[config.mk]
export PLATFORM = sky130hd
export DESIGN_NAME = vrp_div_lane
export DESIGN_NICKNAME = d
export VERILOG_FILES = /design/src/hdl/vrp_pkg.sv /design/src/hdl/vrp_div_lane.sv
export SDC_FILE = /design/constraint.sdc
export NUM_CORES = 1
export LEC_CHECK = 0
export ABC_CLOCK_PERIOD_IN_PS = 3500
export BUFFER_PORTS_ARGS = -buffer_cell sky130_fd_sc_hd__buf_2
export CORE_MARGIN = 10
export CORE_UTILIZATION = 55
export DETAILED_ROUTE_END_ITERATION = 10
export GPL_TIMING_DRIVEN = 0
export PLACE_DENSITY_LB_ADDON = 0.2
export SLEW_MARGIN = 20
export SYNTH_ARGS = -nofsm -noshare
export SYNTH_HDL_FRONTEND = slang
export SYNTH_SLANG_ARGS = --single-unit
[constraint.sdc]
create_clock -name clk -period 3.5 [get_ports clk]
set_clock_uncertainty 0.05 [all_clocks]
set_input_delay 0.7 -clock clk [delete_from_list [all_inputs] [get_ports clk]]
set_output_delay 0.7 -clock clk [all_outputs]
set_load 0.03 [all_outputs]
[src/hdl/vrp_pkg.sv]
// types, constants and rounding helper for the vertex rotate/project pipeline
// no dependencies; used by vrp_div_lane and vertex_rotate_project_top
package vrp_pkg;

    localparam int COORD_WIDTH = 16;
    localparam int TRIG_WIDTH  = 16;
    localparam int FRAC_TRIG   = 14;
    localparam int PROD_WIDTH  = COORD_WIDTH + TRIG_WIDTH;
    localparam int ACC_WIDTH   = PROD_WIDTH + 2;
    localparam int REG_WIDTH   = 10;
    localparam int SCR_WIDTH   = 12;
    localparam int NUM_WIDTH   = COORD_WIDTH + REG_WIDTH;
    localparam int DEN_WIDTH   = REG_WIDTH + 8 + 1;
    localparam int DIV_BITS    = SCR_WIDTH;
    localparam int SH_WIDTH    = DEN_WIDTH + DIV_BITS;

    localparam logic [1:0] REG_FOCAL_SCALE = 2'd0;
    localparam logic [1:0] REG_CENTER_X    = 2'd1;
    localparam logic [1:0] REG_CENTER_Y    = 2'd2;

    localparam logic [REG_WIDTH-1:0] FOCAL_RESET    = REG_WIDTH'(200);
    localparam logic [REG_WIDTH-1:0] CENTER_X_RESET = REG_WIDTH'(160);
    localparam logic [REG_WIDTH-1:0] CENTER_Y_RESET = REG_WIDTH'(128);

    typedef struct packed {
        logic signed [15:0] pos_x;
        logic signed [15:0] pos_y;
        logic signed [15:0] pos_z;
        logic signed [15:0] cos_angle;
        logic signed [15:0] sin_angle;
    } vrp_in_t;

    typedef struct packed {
        logic signed [SCR_WIDTH-1:0] screen_x;
        logic signed [SCR_WIDTH-1:0] screen_y;
        logic                        behind_viewer;
    } vrp_out_t;

    // round half up to q8.8 and saturate to the coordinate width
    function automatic logic signed [COORD_WIDTH-1:0] mix_round(
        input logic signed [ACC_WIDTH-1:0] acc
    );
        logic signed [ACC_WIDTH-1:0] sh;
        logic signed [ACC_WIDTH-1:0] lim;
        lim = ACC_WIDTH'(1) <<< (COORD_WIDTH - 1);
        sh  = (acc + (ACC_WIDTH'(1) <<< (FRAC_TRIG - 1))) >>> FRAC_TRIG;
        if (sh > lim - ACC_WIDTH'(1))
            return COORD_WIDTH'(lim - ACC_WIDTH'(1));
        else if (sh < -lim)
            return COORD_WIDTH'(-lim);
        else
            return COORD_WIDTH'(sh);
    endfunction

endpackage

[src/hdl/vrp_div_lane.sv]
// pipelined restoring divider, one quotient bit per stage, with overflow flag
// depends on vrp_pkg
module vrp_div_lane (
    input  logic                         clk,
    input  logic                         ce,
    input  logic [vrp_pkg::NUM_WIDTH-1:0] num,
    input  logic [vrp_pkg::DEN_WIDTH-1:0] den,
    output logic [vrp_pkg::DIV_BITS-1:0]  quot,
    output logic                          ovf
);
    import vrp_pkg::*;

    logic [NUM_WIDTH-1:0] rem_reg [0:DIV_BITS-1];
    logic [DEN_WIDTH-1:0] den_reg [0:DIV_BITS-1];
    logic [DIV_BITS-1:0]  q_reg   [0:DIV_BITS];
    logic                 ovf_reg [0:DIV_BITS];

    // quotient too big for the screen range when num >= den << DIV_BITS
    always_ff @(posedge clk)
    begin
        if (ce)
        begin
            rem_reg[0] <= num;
            den_reg[0] <= den;
            q_reg[0]   <= '0;
            ovf_reg[0] <= (SH_WIDTH'(num) >= (SH_WIDTH'(den) << DIV_BITS));
        end
    end

    for (genvar k = 1; k <= DIV_BITS; k++)
    begin : g_stage
        localparam int B = DIV_BITS - k;
        logic [SH_WIDTH-1:0] dsh;
        logic                take;
        assign dsh  = SH_WIDTH'(den_reg[k-1]) << B;
        assign take = (SH_WIDTH'(rem_reg[k-1]) >= dsh);

        always_ff @(posedge clk)
        begin
            if (ce)
            begin
                q_reg[k]   <= q_reg[k-1] | (DIV_BITS'(take) << B);
                ovf_reg[k] <= ovf_reg[k-1];
            end
        end

        // the last stage only needs its quotient bit
        if (k < DIV_BITS)
        begin : g_carry
            always_ff @(posedge clk)
            begin
                if (ce)
                begin
                    rem_reg[k] <= take ? NUM_WIDTH'(SH_WIDTH'(rem_reg[k-1]) - dsh)
                                       : rem_reg[k-1];
                    den_reg[k] <= den_reg[k-1];
                end
            end
        end
    end

    assign quot = q_reg[DIV_BITS];
    assign ovf  = ovf_reg[DIV_BITS];

endmodule

==> Yosys cells after proc, flatten, opt, wreduce, memory -nomap -nowiden <==
Memories as Yosys holds them, arrays and structs flattened.
Index checks and enable logic that the tools add are counted.
{ "word_totals": {"memories": 4, "out_inout_bits": 13, "ramBits": 709, "in_bits": 47, "regBits": 0, "word_cells": 53} }
{ "memory_table": {"columns": ["name", "depth", "word_bits", "rd", "rd_clocked_by_memory_dff", "wr", "line", "text"], "rows": [
  ["rem_reg", 12, 26, 12, 0, 12, "vrp_div_lane.sv:13", "logic [NUM_WIDTH-1:0] rem_reg [0:DIV_BITS-1];"],
  ["den_reg", 12, 19, 12, 0, 12, "vrp_div_lane.sv:14", "logic [DEN_WIDTH-1:0] den_reg [0:DIV_BITS-1];"],
  ["q_reg", 13, 12, 13, 0, 13, "vrp_div_lane.sv:15", "logic [DIV_BITS-1:0] q_reg [0:DIV_BITS];"],
  ["ovf_reg", 13, 1, 13, 0, 13, "vrp_div_lane.sv:16", "logic ovf_reg [0:DIV_BITS];"]
]} }
{ "op_classes": {"n_mux": 13, "magnitude_cmp": 13, "bitwise": 12, "addsub": 11} }
{ "op_table": {"columns": ["cell", "count"], "rows": [
  ["26-bit two-way mux", 11],
  ["26-bit subtractor", 5],
  ["26-bit by 31-bit >= comparator with 1-bit output", 1],
  ["26-bit by 30-bit >= comparator with 1-bit output", 1],
  ["26-bit by 29-bit >= comparator with 1-bit output", 1],
  ["26-bit by 28-bit >= comparator with 1-bit output", 1],
  ["26-bit by 27-bit >= comparator with 1-bit output", 1],
  ["26-bit by 19-bit >= comparator with 1-bit output", 1],
  ["26-bit by 20-bit >= comparator with 1-bit output", 1],
  ["26-bit by 21-bit >= comparator with 1-bit output", 1],
  ["26-bit by 22-bit >= comparator with 1-bit output", 1],
  ["26-bit by 23-bit >= comparator with 1-bit output", 1],
  ["26-bit by 24-bit >= comparator with 1-bit output", 1],
  ["26-bit by 25-bit >= comparator with 1-bit output", 1],
  ["26-bit >= comparator", 1],
  ["26-bit by 20-bit subtractor with 26-bit output", 1],
  ["26-bit by 21-bit subtractor with 26-bit output", 1],
  ["26-bit by 22-bit subtractor with 26-bit output", 1],
  ["26-bit by 23-bit subtractor with 26-bit output", 1],
  ["26-bit by 24-bit subtractor with 26-bit output", 1],
  ["26-bit by 25-bit subtractor with 26-bit output", 1],
  ["12-bit by 1-bit bitwise OR with 12-bit output", 1],
  ["12-bit by 10-bit bitwise OR with 12-bit output", 1],
  ["12-bit by 11-bit bitwise OR with 12-bit output", 1],
  ["other kinds (10)", 11]
]} }

==> Logic depth before layout (Yosys ltp) <==
An unclocked memory read counts as a cell.
{ "depth": {"depth_word": 3, "ltp_mapped": 14, "ltp_nobuf": 13} }

==> Worst setup path after synthesis <==
No wires, ideal clock.
{ "synth_path": {"kind": "register to register", "startpoint": "memory rem_reg[1][7] in the netlist's numbering", "endpoint": "memory rem_reg[1][51] in the netlist's numbering (data pin)", "synth_period_minus_slack_ps": 3231, "path_stages_with_launch": 13, "t_arrival_ps": 2921, "setup_ps": 260, "slack_ps": 269, "cell_sequence": "edfxtp_1 -> inv_1 -> ha_1 -> inv_1 -> fa_1 -> a21o_1 -> a211o_1 -> a2111o_1 -> nor4b_4 -> or3b_1 -> a31oi_2 -> xnor2_1 -> mux2_2"} }
{ "synth_rtl": {"columns": ["element", "line"], "rows": [
  ["from (decl)", "vrp_div_lane.sv:13"]
]} }

==> metrics.md <==
| Metric | Value |
|---|---|
| Hold EP | `rem_reg[0][5]` |
| Main synth FF type | `edfxtp_1` |
| Initial antenna violation count | `0` |
| Finished Core Util | `62.6%` |
| Die W | `around 260 µm` |
| Crit path DAT | `3.69 ns` |
| Std cell rows | `89` |
| CTS Buf Count | `70` |
| # diodes | `0` |
| Area growth, synth to finish | `12.6%` |
| Final hold vios | `0` |
| Final std cell area, no fill | `37000 µm²` |
| Max-slew headroom | `a little under two fifths` |
| Syn Nets | `roughly 3000` |
| Routed Antenna Nets | `0` |
| Layout cells sized above 1 | `approximately an eighth` |
| Max Freq | `between 0.2 and 0.3 GHz` |
| Routability Congestion | `approximately 0.93` |
| Clock transition at path regs | `0.06 ns` |
| Crit share post-route | `between 90% and 100%` |
| Worst-Margin Slew | `approximately 0.93 ns` |
| CTS max path bufs | `3` |
| GRT Residual Overflow | `0` |
| R2r endpoint | `rem_reg[1][51]` |
| Starting Density | `approximately 56%` |
| Hpwl dp | `roughly 53000 µm` |
| HP Class | `in -> reg` |
| Unrepaired setup endpoints after global routing | `yes` |
| Min-delay src | `num[5]` |
| Routed len/inst | `around 19 µm` |
| Minimum clock period | `roughly 3.4 ns` |
| CP Launch Type | `flop` |
| # DRC | `0` |
| Setup Crit Path Kind | `reg -> reg` |
| FF+latch count, synth | `about 630` |
| Top cell type's share of synthesized area | `between 50% and 60%` |
| Vias per cell | `approximately 5.8` |
| PwrDens | `between 600 and 700 nW/µm²` |
| Syn avg cell area | `between 10 and 15 µm²` |
| Top-count cell post-synth | `edfxtp_1` |
| Slew Limit Fails | `0` |
| CP Cell Sequence | `inv_2 > ha_2 > inv_1 > fa_2 > a21o_1 > a211o_1 > a2111o_1 > nor4b_4 > or3b_4 > a31oi_4 > xnor2_1 > mux2_4` |
| Chip height | `between 200 and 300 µm` |
| Crit path buf inv count | `2` |
| Hold depth | `1` |
| Cell Area, Placed | `between 30000 and 40000 µm²` |
| Crit-path max cell delay | `approximately 0.47 ns` |
| Final Setup Violations | `0` |
| Die ar. | `around 70000 µm²` |
| Nets | `~3100` |
| Status | `completed` |
| Count of input and output buffers | `59` |
| Area contributors post-synth | `edfxtp_1 58%, ha_1 8.8%, mux2_2 3.2%` |
| CP Data Required Time | `3.77 ns` |
| Post-Syn Area | `between 30000 and 40000 µm²` |
| VDD IR-drop max | `between 0.5 and 0.6 mV` |
| Reg2reg start | `rem_reg[1][7]` |
| Gate Count Post-Synth | `2671` |
| Vias in the first global route | `21529` |
| R2R Setup Slk | `about 0.087 ns` |
| Yosys cell types | `a little under 80` |
| Routed vias | `about 21000` |
| Clock Latency Late Sink | `around 0.6 ns` |
| Leakage | `~15 nW` |
| # H-tree levels | `3` |
| Starting DRT DRC Count | `between 1000 and 1500` |
| Router iterations before antenna repair | `8` |
| Seq/Total Area, Yosys | `approximately 58%` |
| Family with the most delay on the worst path | `compound AO/OA/AOI/OAI gates` |
| CTS tree | `built` |
| Largest register FFs | `between 300 and 400` |
| Asr flop ratio synth | `0%` |
| GRT Overall Usage | `between 10% and 20%` |
| CP Capture Type | `flop` |
| Commonest cells post-synth | `631 x edfxtp_1, 273 x inv_1, 232 x ha_1` |
| First-pass GRT wire length | `~110000 µm` |
| CTS Root Cell | `clkbuf_16` |
| CP max stage cell | `a2111o_1` |
| EDFF count, synth | `between 600 and 700` |
| Core area | `59100 µm²` |
| Hold Buf Count CTS | `0` |
| Worst-path maximum fanout | `3` |
| Yosys top cell by area | `edfxtp_1` |
| Largest net degree at the start of global routing | `110` |
| Syn. warnings | `0` |
| FF-to-FF path depth | `12` |
| TritonCTS Sinks | `roughly 630` |
| Top Ports | `60` |
| Drt total wl | `70300 µm` |
| Max-cap viol count | `0` |
layout by cell type, fill, tap and decap left out, types with 14 or more instances in the layout:
cell type | Yosys | routed
a21o_1 | 84 | 84
nor4b_1 | 14 | 14
nor4_1 | 19 | 15
nand2_1 | 166 | 166
clkbuf_1 | 25 | 21
xnor2_1 | 91 | 91
nor2_1 | 132 | 132
nand4_1 | 24 | 24
inv_1 | 273 | 272
o21bai_1 | 16 | 16
nor3_1 | 54 | 52
clkinv_2 | 0 | 16
mux2_2 | 94 | 93
ha_1 | 232 | 230
o31ai_1 | 23 | 18
edfxtp_1 | 631 | 631
buf_2 | 9 | 61
and3_1 | 16 | 16
a211oi_1 | 26 | 24
buf_4 | 12 | 30
nor2b_1 | 38 | 38
nand3_1 | 35 | 35
a21oi_1 | 175 | 169
xor2_1 | 79 | 79
o21ai_0 | 147 | 145
nand2b_1 | 31 | 31
o21a_1 | 38 | 37
clkbuf_16 | 0 | 71
kinds of logic after synthesis:
| logic type | count (synthesis) | synth area share, % |
|---|---|---|
| AOI/OAI and AO/OA | 607 | 11.9 |
| muxes | 103 | 3.49 |
| buffers and inverters | 323 | 3.86 |
| xor gates and xnor gates | 170 | 4.53 |
| adders and majority gates | 243 | 9.49 |
| and+or+nand+nor | 594 | 9.09 |
| DFF | 631 | 57.6 |
through the flow:
step | TNS (ns) | total power [mW] | std cells | setup slack (ns) | hold WS [ns]
finish | 0 | 25.9 | 3646 | 0.0872 | 0.244
global route | -0.0414 | 27.3 | 3646 | -0.0294 | 0.214
CTS | 0 | 25.9 | 3633 | 0.000351 | 0.205
detailed placement | -53.28 | 18.4 | 3509 | -0.731 | 0.355
global placement | -4743.71 | 18.3 | 3503 | -7.52 | 0.350
floorplan | 0 | 16.3 | 2671 | 0.269 | 0.350
metal layers:
metal	GRT usage (%)	vias to the layer above	wire length [µm]
li1	-	10183	-
met1	20.9	10155	26600
met2	37.5	471	37400
met3	2.94	184	2710
met4	10.4	0	3640
met5	0	-	0
how the worst max path moves through the flow:
| stage | from | to | slack [ns] | cells past startpoint |
|---|---|---|---|---|
| after CTS | rem_reg[2][28] | rem_reg[2][76] | 0.0004 | 12 |
| after floorplan | rem_reg[1][7] | rem_reg[1][51] | 0.27 | 12 |
| after global routing | rem_reg[1][7] | rem_reg[1][51] | -0.03 | 12 |
| final | rem_reg[1][7] | rem_reg[1][51] | 0.09 | 12 |
| after detailed placement | rem_reg[1][82] | rem_reg[2][22] | -0.73 | 14 |
| after global placement | ce | den_reg[11][0] | -7.52 | 1 |
repair_timing:
action	in CTS	in global routing
pin swaps	4	14
endpoints found under the setup margin	166	132
setup buffers	1	13
resized for setup	42	43
area by class of cell:
| type | instances | area [µm²] |
|---|---|---|
| inverters | 274 | 1030 |
| flip-flops and latches | 631 | 18900 |
| multi-input cells | 1717 | 12900 |
| plain buffers | 48 | 295 |
| well taps | 773 | 967 |
| repair buffers | 79 | 588 |
| clock buffers | 80 | 1810 |
| clock inverters | 44 | 497 |
| fillers | 4501 | 22100 |
power breakdown:
group / switching, mW / total [mW] / leakage, nW / internal (mW)
logic: 4.46 / 7.83 / 7.50 / 3.37
registers: 0.676 / 10.7 / 6.15 / 9.98
clock network: 2.92 / 7.38 / 1.13 / 4.46
No activity file was read; power rests on OpenSTA's default activity.
